==> src/sv/acbh_pkg.sv <==
// ----------------------------------------------------------------------------
// acbh_pkg
// codes, limits and unit request types of the arrival controller
// ----------------------------------------------------------------------------
package acbh_pkg;

  localparam logic [1:0] OP_START = 2'd0;
  localparam logic [1:0] OP_TICK  = 2'd1;
  localparam logic [1:0] OP_STOP  = 2'd2;

  localparam logic [2:0] ACT_IDLE    = 3'd0;
  localparam logic [2:0] ACT_ARRIVED = 3'd1;
  localparam logic [2:0] ACT_STALL   = 3'd2;
  localparam logic [2:0] ACT_BAD_DIR = 3'd3;
  localparam logic [2:0] ACT_BRAKE   = 3'd4;
  localparam logic [2:0] ACT_DRIVE   = 3'd5;

  localparam logic [2:0] REG_TARGET_X   = 3'd0;
  localparam logic [2:0] REG_TARGET_Y   = 3'd1;
  localparam logic [2:0] REG_RADIUS     = 3'd2;
  localparam logic [2:0] REG_MOVE_SPEED = 3'd3;
  localparam logic [2:0] REG_SLOW_MULT  = 3'd4;
  localparam logic [2:0] REG_MIN_SCALE  = 3'd5;
  localparam logic [2:0] REG_STUCK_TIME = 3'd6;
  localparam logic [2:0] REG_MODE       = 3'd7;

  localparam logic [20:0] RADIUS_MIN = 21'd16;
  localparam logic [20:0] RADIUS_MAX = 21'd1048576;
  localparam logic [15:0] SPEED_MIN  = 16'd1638;
  localparam logic [15:0] SPEED_MAX  = 16'd32768;
  localparam logic [14:0] SCALE_ONE  = 15'd16384;
  localparam logic [14:0] STUCK_MIN  = 15'd500;
  localparam logic [14:0] STUCK_MAX  = 15'd30000;
  localparam logic [31:0] US_PER_MS  = 32'd1000;

  localparam logic [47:0] VSQ_RELEASE = 48'd256;
  localparam logic [47:0] VSQ_REENTER = 48'd102400;

  localparam logic [5:0] STEPS_BRAKE = 6'd48;
  localparam logic [5:0] STEPS_FRAC  = 6'd15;

  typedef struct packed {
    logic        start;
    logic [63:0] x;
  } sqrt_req_t;

  typedef struct packed {
    logic        start;
    logic [63:0] num;
    logic [31:0] den;
    logic [5:0]  steps;
  } div_req_t;

endpackage

==> src/sv/acbh_sqrt.sv <==
// ----------------------------------------------------------------------------
// acbh_sqrt
// iterative integer square root, one result bit per cycle
// ----------------------------------------------------------------------------
module acbh_sqrt (
  input  logic              clk,
  input  logic              rst,
  input  acbh_pkg::sqrt_req_t req,
  output logic              done,
  output logic [31:0]       root
);
  import acbh_pkg::*;

  logic [63:0] rem;
  logic [63:0] res;
  logic [4:0]  k;
  logic        active;
  logic [63:0] b;
  logic [63:0] trial;

  assign b     = 64'd1 << {k, 1'b0};
  assign trial = res + b;
  assign root  = res[31:0];

  always_ff @(posedge clk) begin
    if (rst) begin
      active <= 1'b0;
      done   <= 1'b0;
    end else begin
      done <= 1'b0;
      if (req.start) begin
        rem    <= req.x;
        res    <= '0;
        k      <= 5'd31;
        active <= 1'b1;
      end else if (active) begin
        if (rem >= trial) begin
          rem <= rem - trial;
          res <= (res >> 1) + b;
        end else begin
          res <= res >> 1;
        end
        if (k == 5'd0) begin
          active <= 1'b0;
          done   <= 1'b1;
        end else begin
          k <= k - 5'd1;
        end
      end
    end
  end
endmodule

==> config.mk <==
export PLATFORM = sky130hd
export DESIGN_NAME = acbh_sqrt
export DESIGN_NICKNAME = d
export VERILOG_FILES = /design/src/sv/acbh_pkg.sv /design/src/sv/acbh_sqrt.sv
export SDC_FILE = /design/constraint.sdc
export NUM_CORES = 1
export LEC_CHECK = 0
export ABC_AREA = 1
export BUFFER_PORTS_ARGS = -buffer_cell sky130_fd_sc_hd__buf_2
export CAP_MARGIN = 20
export CORE_AREA = 8 8 195 197
export CTS_BUF_LIST = sky130_fd_sc_hd__clkbuf_4
export CTS_CLUSTER_DIAMETER = 30
export DETAILED_ROUTE_END_ITERATION = 12
export DIE_AREA = 0 0 203 205
export PLACE_DENSITY = 0.72
export SLEW_MARGIN = 20
export SYNTH_ARGS = -nofsm -noshare
export SYNTH_HDL_FRONTEND = slang
export SYNTH_SLANG_ARGS = --single-unit
==> constraint.sdc <==
create_clock -name clk -period 11.6 [get_ports clk]
set_input_delay 1.16 -clock clk [delete_from_list [all_inputs] [get_ports clk]]
set_output_delay 1.16 -clock clk [all_outputs]
set_load 0.05 [all_outputs]
### After elaboration in Yosys (flattened, before gate mapping)

Index checks and enable logic that the tools add are counted.

| operators by class | value |
|---|---|
| multiplexer cells | 11 |
| bitwise gates (word level) | 2 |
| reductions and logical operators | 7 |
| $add $sub $neg | 4 |
| order comparisons | 1 |
| eq/ne operators | 1 |
| shift operators | 1 |

Operators by type and width:

| cell | number |
|---|---|
| $mux W64 | 5 |
| $add A63 B64 Y64 | 1 |
| $add A64 B64 Y64 | 1 |
| $ge A64 B64 Y1 | 1 |
| $shl A1 B6 Y64 const A | 1 |
| $sub A64 B64 Y64 | 1 |
| $mux W5 | 2 |
| $reduce_and A3 Y1 | 2 |
| $logic_not A5 Y1 | 1 |
| $sub A5 B1 Y5 const B | 1 |
| $mux W1 | 4 |
| $reduce_bool A2 Y1 | 2 |
| $reduce_or A3 Y1 | 1 |
| $ne A2 B2 Y1 const B | 1 |
| $not A1 Y1 | 2 |
| $reduce_and A2 Y1 | 1 |

| storage, ports and cells | value |
|---|---|
| register bits | 135 |
| output and inout port bits | 33 |
| logic and storage cells | 32 |

### Logic depth before layout (Yosys ltp)

| depth | value |
|---|---|
| depth in word-level cells | 6 |
| mapped depth | 34 |

### Worst setup path before layout

No wires, ideal clock.

| timing | value |
|---|---|
| kind | input to register |
| start | input req[64] in the netlist's numbering |
| end | register rem[0], enable pin |
| stages | 6 |
| arrival time | 6.458 ns |
| slack | 4.724 ns |
| library setup time | 0.418 ns |
| path through | clkbuf_1 > inv_1 > clkbuf_1 > a21oi_1 > nand2_1 > inv_1 |

| between the ends | value |
|---|---|
| word-level cells in the longest chain between the ends | 2 |
| elaborated cells between the ends (all ways) | 3 |
| those cells by class | reduce/logical (3) |

RTL lines:

| element | RTL line | RTL |
|---|---|---|
| from (decl) | acbh_sqrt.sv:8 | `input acbh_pkg::sqrt_req_t req,` |
| $reduce_bool A2 Y1 (no source line) | -- |  |
| $reduce_and A3 Y1 (no source line) * | -- |  |
| to (signal assigned) | acbh_sqrt.sv:32 | `rem <= req.x;` |
| to (signal assigned) | acbh_sqrt.sv:38 | `rem <= rem - trial;` |
| to (decl) | acbh_sqrt.sv:14 | `logic [63:0] rem;` |

Mark *: on every way between the ends. The rest lies on a longest branch, timed or not.
A chain may end at the register's enable or synchronous reset.

### Worst setup path after layout

| timing | value |
|---|---|
| start | register k[0] |
| end | register res[42], data pin |

| between the ends | value |
|---|---|
| word-level cells in the longest chain between the ends | 5 |
| elaborated cells between the ends (all ways) | 6 |
| those cells by class | add/sub (2); order compare (1); shift (1); mux (2) |

RTL lines:

| element | RTL line | RTL |
|---|---|---|
| from (decl) | acbh_sqrt.sv:16 | `logic [4:0] k;` |
| from (signal assigned) | acbh_sqrt.sv:47 | `k <= k - 5'd1;` |
| $shl A1 B6 Y64 * | acbh_sqrt.sv:21 | `assign b = 64'd1 << {k, 1'b0};` |
| $add A64 B64 Y64 | acbh_sqrt.sv:22 | `assign trial = res + b;` |
| $ge A64 B64 Y1 | acbh_sqrt.sv:37 | `if (rem >= trial) begin` |
| $mux W64 * | acbh_sqrt.sv:37 |  |
| $mux W64 * | acbh_sqrt.sv:36 | `end else if (active) begin` |
| to (signal assigned) | acbh_sqrt.sv:39 | `res <= (res >> 1) + b;` |
| to (signal assigned) | acbh_sqrt.sv:41 | `res <= res >> 1;` |
| to (decl) | acbh_sqrt.sv:15 | `logic [63:0] res;` |

Mark *: on every way between the ends. The rest lies on a longest branch, timed or not. The select of a mux whose other input is x is not followed.

==> flow_metrics.env <==
export IMPL_status="complete, no violations"
export IMPL_area_delta_synth_final_pct=5.02
export IMPL_p_per_area_nw_per_um2=91.4
export IMPL_hold_path_class="flip-flop to flip-flop"
export IMPL_r2r_end="res[42]"
export IMPL_io_buffers=99
export IMPL_min_period_ns=6.85
export IMPL_holdBufCountCts=0
export IMPL_grt_first_pass_wirelength_um=115000
export IMPL_start_util=0.543
export IMPL_nFillCells=3621
export IMPL_die_width_um=203
export IMPL_routedWlPerCell_um=20.5
export IMPL_finish_utilization=0.570
export IMPL_rows=69
export IMPL_critPathMostFrequentCell="nand2_1"
export IMPL_rsz0062_at_grt="false"
export IMPL_clockBufferDepth=2
export IMPL_slowest_stage="nand2_4"
export IMPL_drc_errors=0
export IMPL_io_pins=100
export IMPL_synthDistinctLibCells=57
export IMPL_antenna_left=0
export IMPL_drive_gt1_frac=0.0731
export IMPL_viasPerCell=5.91
export IMPL_cts_num_sinks=135
export IMPL_worst_path_max_fanout=59
export IMPL_dieHeight_um=205
export IMPL_min_from="active"
export IMPL_leakagePower_nw=8.84
export IMPL_yosys_area_top_type="edfxtp_1"
export IMPL_grt_pass1_vias=21077
export IMPL_crit_path_end="res[42]"
export IMPL_via_count=21965
export IMPL_finalCritPeriodShare=0.591
export IMPL_async_reset_ff_frac=0
export IMPL_slew_headroom=0.345
export IMPL_hold_viol=0
export IMPL_cp_end_kind="flip-flop"
export IMPL_startpoint="k[0]"
export IMPL_grt_antenna_before_repair=1
export IMPL_h_tree_depth=4
export IMPL_hpwl_um=62600
export IMPL_yosysMostFrequentCell="nand2_1"
export IMPL_cap_violations=0
export IMPL_vdd_ir_drop_worst_v=0.0000630
export IMPL_drt_iter0_drc=2431
export IMPL_cp_data_arrival_time_ns=7.39
export IMPL_slowest_delay_ns=0.55
export IMPL_reg2reg_from="k[0]"
export IMPL_synth_top_area_frac=0.210
export IMPL_cts_resized=0
export IMPL_ys_flop_type="edfxtp_1"
export IMPL_synth_edf_count=133
export IMPL_gp_congestion=1.14
export IMPL_cts_buffers_inserted=17
export IMPL_synth_area_top_cells="edfxtp_1 (21%), nand2_1 (18%), inv_1 (9.6%)"
export IMPL_cts_root_buf="clkbuf_4"
export IMPL_postCtsSetupRepairBufs=0
export IMPL_ys_top_cells_by_count="nand2_1 (925), inv_1 (486), nor2_1 (442), o21ai_0 (208), nand3_1 (204)"
export IMPL_fmax_ghz=0.146
export IMPL_fin_skew_ns=0.0345
export IMPL_ys_warn_count=0
export IMPL_final_max_slew_viol_count=0
export IMPL_critPathKind="flip-flop to flip-flop"
export IMPL_drt_first_pass_iters=8
export IMPL_clock_latency_ns=0.69
export IMPL_syn_inst=3191
export IMPL_tns_ns=0
export IMPL_die_area_sq_um=41600
export IMPL_ys_seq_area_frac=0.213
export IMPL_drt_wl_total_um=76400
export IMPL_grt_overflow=0
export IMPL_reg2reg_depth=29
export IMPL_syn_nets=3392
export IMPL_grt_max_degree=83
export IMPL_grt_usage=0.360
export IMPL_cts_tree="built"
export IMPL_cp_required_ns=12.14
export IMPL_fp_coreArea_sq_um=35000
export IMPL_syn_area_sq_um=19000
export IMPL_setup_viol=0
export IMPL_rrSetupSlack_ns=4.75
export IMPL_ys_seq_elements=135
export IMPL_start_kind="flip-flop"
export IMPL_cts_reportedPaths_clkPinSlew_ns=0.17
export IMPL_avgSynthCellArea_sq_um=5.95
export IMPL_worst_slew_pin_slew_ns=0.983
export IMPL_final_net_count=3445
how the worst min path moves through the flow:
stage / endpoint / slack, ns / depth (start not counted)
2_1_floorplan: done / 0.42 / 2
3_3_place_gp: done / 0.49 / 2
3_5_place_dp: done / 0.51 / 2
4_1_cts: done / 0.53 / 2
5_1_grt: done / 0.55 / 2
6_report: done / 0.52 / 2
power breakdown:
group          internal [mW]  switching [mW]  leakage (nW)
logic                  0.241           0.550          7.39
registers              0.599          0.0618          1.29
clock network          0.133           0.237         0.159
total                  0.974           0.848          8.84
state kept, by name, summed over array words and instances (netlist names):
name,cells
done,1
rem,64
active,1
res,64
k,5
final cells by class:
type | instances | area, sq um | area share
Clock inverter | 15 | 169 | 0.00848
Clock buffer | 17 | 128 | 0.00640
Sequential cell | 135 | 4030 | 0.202
Tap cell | 461 | 577 | 0.0289
Inverter | 499 | 1880 | 0.0944
Antenna cell | 1 | 2.50 | 0.000126
Timing Repair Buffer | 104 | 533 | 0.0267
Multi-Input combinational cell | 2487 | 12600 | 0.633
per-stage QoR:
step | area, sq um | power [mW] | instances | setup WS (ns) | hold slack [ns]
after detailed placement | 19600 | 1.43 | 3686 | 5.19 | 0.508
final | 19900 | 1.82 | 3719 | 4.75 | 0.524
after global placement | 19600 | 1.42 | 3686 | 5.21 | 0.492
after CTS | 19900 | 1.80 | 3718 | 5.13 | 0.527
after floorplan | 19000 | 1.22 | 3191 | 4.72 | 0.420
after global routing | 19900 | 1.91 | 3719 | 4.24 | 0.550
worst max-delay path, delay by kind of cell (launching register included):
family | cells | cell delay, ns
buf+inv | 4 | 0.79
compound gates | 3 | 0.77
simple gates | 19 | 3.58
flops | 1 | 0.51
fa+ha+maj | 3 | 0.94
cells in the final DEF, fill, tap and decap left out, types with 34 or more instances in the layout:
cell and instances:
o21ai_0 208, inv_1 484, edfxtp_1 133, nand2_1 925, nand3_1 204, nor3_1 56, nand4_1 34, buf_2 99
a21oi_1 184, ha_1 133, nor2_1 442, xnor2_1 42
kinds of logic after synthesis:
kind of cell	after synthesis	share of synthesized area
compound gates	516	0.151
xor+xnor	64	0.0295
fa+ha+maj	134	0.0888
buf+inv	569	0.124
flops	135	0.213
simple gates	1773	0.394
per-layer routing:
metal	up-vias	GRT usage	wire (um)
met5	-	0	0
met4	0	0.247	5640
met3	278	0.0473	6440
met2	1258	0.603	34900
met1	9949	0.425	29400
li1	10480	-	-
(Power assumes the default switching activity.)
