**src/sv/acbh_pkg.sv**
```systemverilog
// ----------------------------------------------------------------------------
// acbh_pkg
// codes, limits and unit request types of the arrival controller
// ----------------------------------------------------------------------------
package acbh_pkg;

  localparam logic [1:0] OP_START = 2'd0;
  localparam logic [1:0] OP_TICK  = 2'd1;
  localparam logic [1:0] OP_STOP  = 2'd2;

  localparam logic [2:0] ACT_IDLE    = 3'd0;
  localparam logic [2:0] ACT_ARRIVED = 3'd1;
  localparam logic [2:0] ACT_STALL   = 3'd2;
  localparam logic [2:0] ACT_BAD_DIR = 3'd3;
  localparam logic [2:0] ACT_BRAKE   = 3'd4;
  localparam logic [2:0] ACT_DRIVE   = 3'd5;

  localparam logic [2:0] REG_TARGET_X   = 3'd0;
  localparam logic [2:0] REG_TARGET_Y   = 3'd1;
  localparam logic [2:0] REG_RADIUS     = 3'd2;
  localparam logic [2:0] REG_MOVE_SPEED = 3'd3;
  localparam logic [2:0] REG_SLOW_MULT  = 3'd4;
  localparam logic [2:0] REG_MIN_SCALE  = 3'd5;
  localparam logic [2:0] REG_STUCK_TIME = 3'd6;
  localparam logic [2:0] REG_MODE       = 3'd7;

  localparam logic [20:0] RADIUS_MIN = 21'd16;
  localparam logic [20:0] RADIUS_MAX = 21'd1048576;
  localparam logic [15:0] SPEED_MIN  = 16'd1638;
  localparam logic [15:0] SPEED_MAX  = 16'd32768;
  localparam logic [14:0] SCALE_ONE  = 15'd16384;
  localparam logic [14:0] STUCK_MIN  = 15'd500;
  localparam logic [14:0] STUCK_MAX  = 15'd30000;
  localparam logic [31:0] US_PER_MS  = 32'd1000;

  localparam logic [47:0] VSQ_RELEASE = 48'd256;
  localparam logic [47:0] VSQ_REENTER = 48'd102400;

  localparam logic [5:0] STEPS_BRAKE = 6'd48;
  localparam logic [5:0] STEPS_FRAC  = 6'd15;

  typedef struct packed {
    logic        start;
    logic [63:0] x;
  } sqrt_req_t;

  typedef struct packed {
    logic        start;
    logic [63:0] num;
    logic [31:0] den;
    logic [5:0]  steps;
  } div_req_t;

endpackage

```
**src/sv/acbh_div.sv**
```systemverilog
// ----------------------------------------------------------------------------
// acbh_div
// shared restoring divider, one quotient bit per cycle
// ----------------------------------------------------------------------------
module acbh_div (
  input  logic             clk,
  input  logic             rst,
  input  acbh_pkg::div_req_t req,
  output logic             done,
  output logic [47:0]      quo
);
  import acbh_pkg::*;

  logic [32:0] rem;
  logic [63:0] low;
  logic [31:0] den;
  logic [5:0]  cnt;
  logic        active;
  logic [5:0]  bit_idx;
  logic [33:0] t;
  logic        ge;

  assign bit_idx = cnt - 6'd1;
  assign t       = {rem, low[bit_idx]};
  assign ge      = t >= {2'b00, den};

  always_ff @(posedge clk) begin
    if (rst) begin
      active <= 1'b0;
      done   <= 1'b0;
    end else begin
      done <= 1'b0;
      if (req.start) begin
        rem    <= 33'(req.num >> req.steps);
        low    <= req.num;
        den    <= req.den;
        cnt    <= req.steps;
        quo    <= '0;
        active <= 1'b1;
      end else if (active) begin
        rem <= ge ? 33'(t - {2'b00, den}) : t[32:0];
        quo <= {quo[46:0], ge};
        cnt <= bit_idx;
        if (cnt == 6'd1) begin
          active <= 1'b0;
          done   <= 1'b1;
        end
      end
    end
  end
endmodule

```
**config.mk**
```make
export PLATFORM = sky130hd
export DESIGN_NAME = acbh_div
export DESIGN_NICKNAME = d
export VERILOG_FILES = /design/src/sv/acbh_pkg.sv /design/src/sv/acbh_div.sv
export SDC_FILE = /design/constraint.sdc
export NUM_CORES = 1
export LEC_CHECK = 0
export ABC_AREA = 1
export BUFFER_PORTS_ARGS = -buffer_cell sky130_fd_sc_hd__buf_4
export CORE_ASPECT_RATIO = 1.75
export CORE_MARGIN = 5
export CORE_UTILIZATION = 25
export DETAILED_ROUTE_END_ITERATION = 10
export HOLD_SLACK_MARGIN = 0.15
export SLEW_MARGIN = 10
export SYNTH_ARGS = -nofsm -noshare
export SYNTH_HDL_FRONTEND = slang
export SYNTH_SLANG_ARGS = --single-unit
```
**constraint.sdc**
```tcl
create_clock -name clk -period 20.6 [get_ports clk]
set_input_delay 6.18 -clock clk [delete_from_list [all_inputs] [get_ports clk]]
set_output_delay 6.18 -clock clk [all_outputs]
set_load 0.01 [all_outputs]
```
Word level (Yosys, flattened, before mapping)
Cells that the tools add are included.
Operators by class
  $add $sub $neg: 2
  order comparisons: 2
  equality and inequality tests: 1
  shift operators: 1
  muxes and demuxes: 12
  bitwise operators: 2
  reductions and logical operators: 4
Operator list (count)
  $mux W33: 3
  $shr A64 B6 Y33: 1
  $mux W48: 1
  $ge A34 B32 Y1: 1
  $sub A33 B32 Y33: 1
  $mux W6: 2
  $lt A6 B7 Y1 const B: 1
  $bmux W1 S6: 1
  $eq A6 B1 Y1 const B: 1
  $sub A6 B1 Y6 const B: 1
  $mux W1: 5
  $reduce_and A2 Y1: 2
  $reduce_or A3 Y1: 1
  $not A1 Y1: 2
  $reduce_bool A2 Y1: 1
Storage, ports and cells
  bits in registers: 185
  bits of input ports: 105
  output and inout bits: 49

Longest topological paths before layout
Gate-level depths: netlist of the first run.
  word-level depth: 7
  mapped depth: 29
  gate-level depth less buffers: 26

Worst setup path before layout of the first run
OpenSTA, ideal clock, no wires.
  path type: input port to flip-flop
  start: in req[102] (netlist bit)
  end: reg cnt[0], enable pin
  library setup time: 0.564 ns
  arrival time: 10.839 ns
  data required time: 20.036 ns
  slack: 9.197 ns
  stages on the path: 4
  cells stage by stage: clkbuf_1 inv_1 clkbuf_1 a21oi_1
Between the ends
  cells in the longest elaborated chain, start to end: 2
Ends and longest elaborated chain
  from (decl): RTL line acbh_div.sv:8  | input acbh_pkg::div_req_t req,
  $reduce_bool A2 Y1 (no line)
  $reduce_and A2 Y1 (no line)
  to (signal assigned): RTL line acbh_div.sv:37  | cnt <= req.steps;
  to (signal assigned): RTL line acbh_div.sv:43  | cnt <= bit_idx;
  to (decl): RTL line acbh_div.sv:17  | logic [5:0] cnt;
Every way passes these cells.
A chain may end at the register's enable or synchronous reset.

Worst setup path in the final report of the first run
  start: in req[2] (netlist bit)
  end: reg rem[28], data pin
Between the ends
  cells in the longest elaborated chain, start to end: 2
Ends and longest elaborated chain
  $shr A64 B6 Y33: RTL line acbh_div.sv:34  | rem <= 33'(req.num >> req.steps);
  $mux W33: RTL line acbh_div.sv:33  | if (req.start) begin
  to (signal assigned): RTL line acbh_div.sv:34
  to (signal assigned): RTL line acbh_div.sv:41  | rem <= ge ? 33'(t - {2'b00, den}) : t[32:0];
  to (decl): RTL line acbh_div.sv:14  | logic [32:0] rem;
Every way passes these cells.

==> results of run 1 <==
==> final timing paths <==
check	start	to	cells after the start
setup / recovery	req[2]	rem[28]	9
hold / removal	active	done	2
setup reg to reg	cnt[0]	rem[20]	25
hold reg to reg	active	done	2
==> metrics by stage <==
stage	cell area, um2	utilization	hold WS (ps)	instances
after floorplan	13800	-	421	1973
after global placement	15500	0.282	523	2742
after detailed placement	15500	0.282	525	2742
after CTS	16100	0.293	536	2774
after global routing	16100	0.293	550	2774
final	16100	0.293	523	2774
==> cells in the mapped netlist, drive strengths merged <==
library cell  instances
nand2               627
nand3               390
inv                 262
edfxtp              183
nor2                116
o21ai               111
buf                  71
a21oi                48
or2                  48
ha                   34
clkbuf               24
xnor2                17
and2                  8
nor3                  6
nand4                 5
o22ai                 5
xor2                  3
clkinv                2
dfxtp                 2
o21a                  2
o21bai                2
a21o                  1
a31oi                 1
fa                    1
mux2i                 1
nand3b                1
nor4                  1
o211ai                1
==> final cells by class <==
| cell class | instances | area, um2 |
|---|---|---|
| Fill cell | 6034 | 38800 |
| Multi-Input combinational cell | 1429 | 6830 |
| Sequential cell | 185 | 5540 |
| Timing Repair Buffer | 168 | 1260 |
| Inverter | 264 | 991 |
| Tap cell | 696 | 871 |
| Clock buffer | 17 | 425 |
| Clock inverter | 15 | 189 |
==> tightest hold or removal path, delay by kind of cell (launching register included) <==
family	cells	cell delay, ps
simple gates	1	80
flops	1	300
buf+inv	1	100
==> cell usage in the layout (no fill, tap or decap), drive strengths merged, types with 6 or more instances in the layout <==
cell type,count
a21oi,48
and2,8
buf,168
clkbuf,17
clkinv,8
edfxtp,183
ha,34
inv,266
nand2,627
nand3,390
nor2,116
nor3,6
o21ai,111
or2,48
xnor2,17
==> layer usage <==
layer | vias to the layer above | GRT usage | wire, um
li1 | 6606 | - | -
met1 | 6077 | 0.163 | 18000
met2 | 457 | 0.319 | 27400
met3 | 135 | 0.0275 | 2110
met4 | 2 | 0.119 | 3970
met5 | - | 0 | 14
==> power breakdown <==
group | switching [mW] | internal, mW | total [mW]
registers | 0.0127 | 0.449 | 0.462
logic | 0.239 | 0.118 | 0.357
clock network | 0.165 | 0.193 | 0.358
==> registers in the layout (all words and copies together) (netlist names) <==
signal	cells
quo	48
cnt	6
active	1
rem	33
done	1
den	32
low	64
==> cells by family after synthesis <==
kind of cell    count (synthesis)  share of synthesized area
xor+xnor                       20                     0.0127
mux                             1                   0.000725
flops                         185                      0.401
fa+ha+maj                      35                     0.0323
buf+inv                       359                      0.105
compound gates                171                     0.0645
simple gates                 1202                      0.384
==> summary.md, run 1 <==
| Metric | Value |
|---|---|
| Hold Crit Class | `reg -> reg` |
| Avg Vias per Cell | `about 4.8` |
| Initial DRT Pass Iterations | `5` |
| # clock sinks | `185` |
| Post-CTS Hold Buffers | `0` |
| Syn. warnings | `0` |
| CP endpoint kind | `register` |
| Gp weighted congestion | `approximately 0.97` |
| Global-route wire length before repair | `between 70 and 80 mm` |
| Synth top area share | `0.398` |
| Largest net degree at the start of global routing | `78` |
| Vias | `~13000` |
| Mean post-synth cell area | `between 6 and 7 um2` |
| Total wire length | `51.4 mm` |
| Status | `completed` |
| Kind of critical path | `in -> reg` |
| Clk_lat worst skew | `480 ps` |
| Post-Synthesis Cells | `between 1500 and 2000` |
| Total CTS buffers | `17` |
| Startpoint types | `input pin` |
| RSZ-0062 raised after global routing | `false` |
| R2R Setup Slk | `14620 ps` |
| Slew Viols, Final | `0` |
| Worst Tran Pin Value | `1130 ps` |
| PortBufs | `153` |
| Total track usage | `0.168` |
| Peak supply drop | `around 0.057 mV` |
| CTS tree | `yes` |
| Synth top area cells | `edfxtp_1 40%, nand2_1 17%, nand3_1 14%` |
| CP Cell Sequence | `buf_4 -> clkinv_1 -> buf_4 -> nand3_1 -> nand3_1 -> nand2_1 -> nand2_1 -> a31oi_1 -> nand2_1` |
| Final Cycle Share | `0.413` |
| CP required | `20820 ps` |
| Die ar. | `60200 um2` |
| Core Region | `54900 um2` |
| Sequential area share after synthesis | `0.401` |
| Top cell by count, worst path | `nand2_1` |
| Synth Net Count | `around 2100` |
| Clock tree buffer depth | `2` |
| Max stage delay on crit path | `540 ps` |
| Final min period | `8510 ps` |
| Post-route DRC | `0` |
| Diodes inserted | `0` |
| HPWL Detailed | `slightly above 40 mm` |
| Worst path slowest cell | `buf_4` |
| Layout cells sized above 1 | `0.116` |
| Max-Cap Viols | `0` |
| Initial antenna violation count | `2` |
| Dpl ws | `11670 ps` |
| Crit path arrival time | `roughly 8700 ps` |
| Initial Util | `0.251` |
| Post-CTS setup buffer count | `0` |
| FF+latch count, synth | `185` |
| Distinct cells, synth | `between 40 and 50` |
| Final setup margin | `12090 ps` |
| Root Driver | `clkbuf_16` |
| Row count | `114` |
| Detail Route Antenna Nets | `0` |
| Cts repair resizes | `0` |
| Clock transition at the registers of the reported paths | `80 ps` |
| Crit path max-delay family | `buffers and inverters` |
| Total congestion overflow | `0` |
| Height of the chip | `321 um` |
| Fin nets | `2205` |
| Critical path buffer and inverter count | `3` |
| Vias in the first global route | `13435` |
| P&R area growth vs syn | `16.7%` |
| H-tree depth | `4` |
| CP max FO | `63` |
| Total power | `1.18 mW` |
| Synth Cell Area | `about 14000 um2` |
| P_leak | `between 7 and 8 nW` |
| Wire length per cell | `about 19 um` |
| Die W | `188 um` |
| Hold Vio Cnt, Final | `0` |
| Rel. slew slack | `0.244` |
| Post-synth top area cell | `edfxtp_1` |
| Clock Skew | `roughly 10 ps` |
| FMAX | `118 MHz` |
| Final setup TNS | `0 ps` |
| Ports | `154` |
| Power density over cell area | `between 70 and 80 nW/um2` |
| DR iter-0 viols | `approximately 910` |
| Final Setup Violations | `0` |
(Power assumes the default switching activity.)
==> run 2, diff against run 1 <==
--- a/config.mk
+++ b/config.mk
@@ -5,7 +5,7 @@
 export SDC_FILE = /design/constraint.sdc
 export NUM_CORES = 1
 export LEC_CHECK = 0
-export ABC_AREA = 1
+export ABC_AREA = 0
 export BUFFER_PORTS_ARGS = -buffer_cell sky130_fd_sc_hd__buf_4
 export CORE_ASPECT_RATIO = 1.75
 export CORE_MARGIN = 5
==> constraint.sdc (replaced) <==
create_clock -name clk -period 7.4 [get_ports clk]
set_input_delay 2.22 -clock clk [delete_from_list [all_inputs] [get_ports clk]]
set_output_delay 2.22 -clock clk [all_outputs]
set_load 0.01 [all_outputs]
==> summary.md, run 2 <==
| Metric | Value |
|---|---|
| Slew Viols, Final | `0` |
| Clock tree buffer depth | `2` |
| Final Cycle Share | `0.821` |
| Final min period | `6070 ps` |
| Root Driver | `clkbuf_16` |
| Largest net degree at the start of global routing | `80` |
| Post-Layout Cell Count | `between 1500 and 2000` |
| Commonest cells post-synth | `183 x edfxtp_1, 93 x mux2i_1, 78 x mux4_2` |
| Hold path cells | `1` |
| Kind of critical path | `reg -> reg` |
| Post-CTS Hold Buffers | `0` |
| Fin area | `15000 um2` |
| FF+latch count, synth | `185` |
| Total power | `3.23 mW` |
| Post-route DRC | `0` |
| Max stage delay on crit path | `730 ps` |
| Initial Util | `0.252` |
| Core Util, Final | `0.298` |
| Worst path slowest cell | `ha_1` |
| Worst Tran Pin Value | `991 ps` |
| P&R area growth vs syn | `18.2%` |
| Synth Cell Area | `12700 um2` |
| Clock Skew | `roughly 11 ps` |
| Register-to-Register Path Depth | `18` |
| CP max FO | `23` |
| Most common cell after layout, fill and taps aside | `edfxtp_1` |
| Cells after DPL | `1837` |
| Clk_lat worst skew | `460 ps` |
| Clock transition at the registers of the reported paths | `about 80 ps` |
| Most frequent cell after synthesis | `edfxtp_1` |
| Avg Vias per Cell | `5.17` |
| Post-CTS setup buffer count | `0` |
| Die W | `180 um` |
| # clock sinks | `185` |
| Synth top area share | `0.432` |
| Hold Slack | `511 ps` |
| Total congestion overflow | `0` |
| Mean post-synth cell area | `about 12 um2` |
| Hold Crit Class | `reg -> reg` |
| Wire length per cell | `22.6 um` |
| Vias in the first global route | `9835` |
| Gp weighted congestion | `0.936` |
| Crit path arrival time | `6270 ps` |
| CP required | `approximately 7600 ps` |
| Max-Cap Viols | `0` |
| CP Cell Sequence | `buf_4 -> inv_1 -> ha_1 -> mux4_2 -> mux4_2 -> mux2_2 -> o21ai_1 -> ha_1 -> inv_1 -> fa_1 -> a21o_1 -> a221oi_4 -> o31a_4 -> o21ai_2 -> o21ai_2 -> nand2_2 -> nand2_1 -> o21ai_0` |
| Status | `completed` |
| Placed Area | `14400 um2` |
| Total CTS buffers | `17` |
| Total track usage | `0.149` |
| Startpoint types | `register` |
| Reg with most FFs | `low` |
| Total wire length | `42.3 mm` |
| Height of the chip | `slightly above 300 um` |
| Distinct cells, synth | `67` |
| Max FFs per register | `64` |
| Global-route wire length before repair | `between 60 and 70 mm` |
| Dpl ws | `about 1300 ps` |
| H-tree depth | `4` |
| FMAX | `165 MHz` |
| CTS tree | `yes` |
| P_leak | `5.70 nW` |
| Final setup margin | `1330 ps` |
| Initial DRT Pass Iterations | `6` |
| Hold Vio Cnt, Final | `0` |
| Syn. warnings | `0` |
| Fin nets | `between 1000 and 1500` |
| Layout cells sized above 1 | `0.268` |
| Ys async rst share | `0` |
| Initial antenna violation count | `0` |
| Detail Route Antenna Nets | `0` |
| HPWL Detailed | `approximately 33 mm` |
| Core Region | `50500 um2` |
| Die ar. | `roughly 56000 um2` |
| Diodes inserted | `0` |
| DR iter-0 viols | `710` |
| Post-Synthesis Cells | `around 1100` |
| Final setup TNS | `0 ps` |
| RSZ-0062 raised after global routing | `false` |
| Cts repair resizes | `0` |
| Ports | `154` |
| Final Setup Violations | `0` |
| Power density over cell area | `215 nW/um2` |
| Vias | `9666` |
| Peak supply drop | `0.128 mV` |
| PortBufs | `around 150` |
| CP endpoint kind | `register` |
| Synth top area cells | `edfxtp_1 43%, mux4_2 14%, mux2i_1 7.3%` |
| Commonest cells after routing, fill and taps aside | `183 x edfxtp_1, 163 x buf_4, 93 x mux2i_1, 78 x mux4_2, 76 x nand2_1` |
| Top FF cell, synth | `edfxtp_1` |
| Post-synth top area cell | `edfxtp_1` |
| Row count | `109` |
| Largest regs | `low: 64 flops, quo: 48 flops, rem: 33 flops` |
| Rel. slew slack | `0.339` |
| Synth Net Count | `1222` |
| Sequential area share after synthesis | `0.435` |
| Number of synthesized flops with an enable pin | `approximately 180` |
## run 2: changes by cell type after synthesis, moves of 17 or more
cell | before | now
nand2_1 | 618 | 76
nand3_1 | 380 | 11
inv_1 | 254 | 45
mux2i_1 | 1 | 93
mux4_2 | 0 | 78
nor2b_1 | 0 | 57
nor2_1 | 112 | 59
o21ai_1 | 59 | 6
or2_1 | 39 | 0
mux2_2 | 0 | 35
buf_1 | 29 | 5
a21oi_1 | 45 | 62
## run 2: final cells by class
cell class	instances	area (um2)
clock buffer	17	425
clock inverter	15	191
fill	5221	35400
inverter	47	176
multi-input combinational	776	6640
sequential	185	5540
tap	666	833
timing repair buffer	163	1220
## run 2: worst paths after layout
kind / startpoint / to / slack, ps
worst max register to register: cnt[0] / rem[26] / 1330
worst min register to register: active / done / 510
worst max-delay path: cnt[0] / rem[26] / 1330
worst min-delay path: active / done / 510
## run 2: cell families after synthesis
| kind of cell | Yosys count | share of synthesized area |
|---|---|---|
| AO/OA/AOI/OAI | 251 | 0.125 |
| XOR/XNOR | 30 | 0.0207 |
| adder cells (fa/ha/maj) | 35 | 0.0350 |
| buffers and inverters | 121 | 0.0437 |
| flip-flops | 185 | 0.435 |
| multiplexers | 206 | 0.242 |
| AND/OR/NAND/NOR | 254 | 0.0980 |
## run 2: metal layers
| metal | part of all wire | GRT usage |
|---|---|---|
| met1 | 0.34 | 0.152 |
| met2 | 0.55 | 0.285 |
| met3 | 0.049 | 0.0270 |
| met4 | 0.055 | 0.0806 |
| met5 | 0 | 0 |
## run 2: where the power goes
group	switching (mW)	internal, mW
Sequential	0.0463	1.26
Clock	0.443	0.540
Combinational	0.542	0.404
## run 2: worst max-delay path, delay by kind of cell (launching register included)
kind / cells / cell delay, ps
compound gates: 7 / 1490
fa+ha+maj: 3 / 1330
mux: 3 / 1190
simple gates: 2 / 980
buf+inv: 3 / 470
flops: 1 / 320
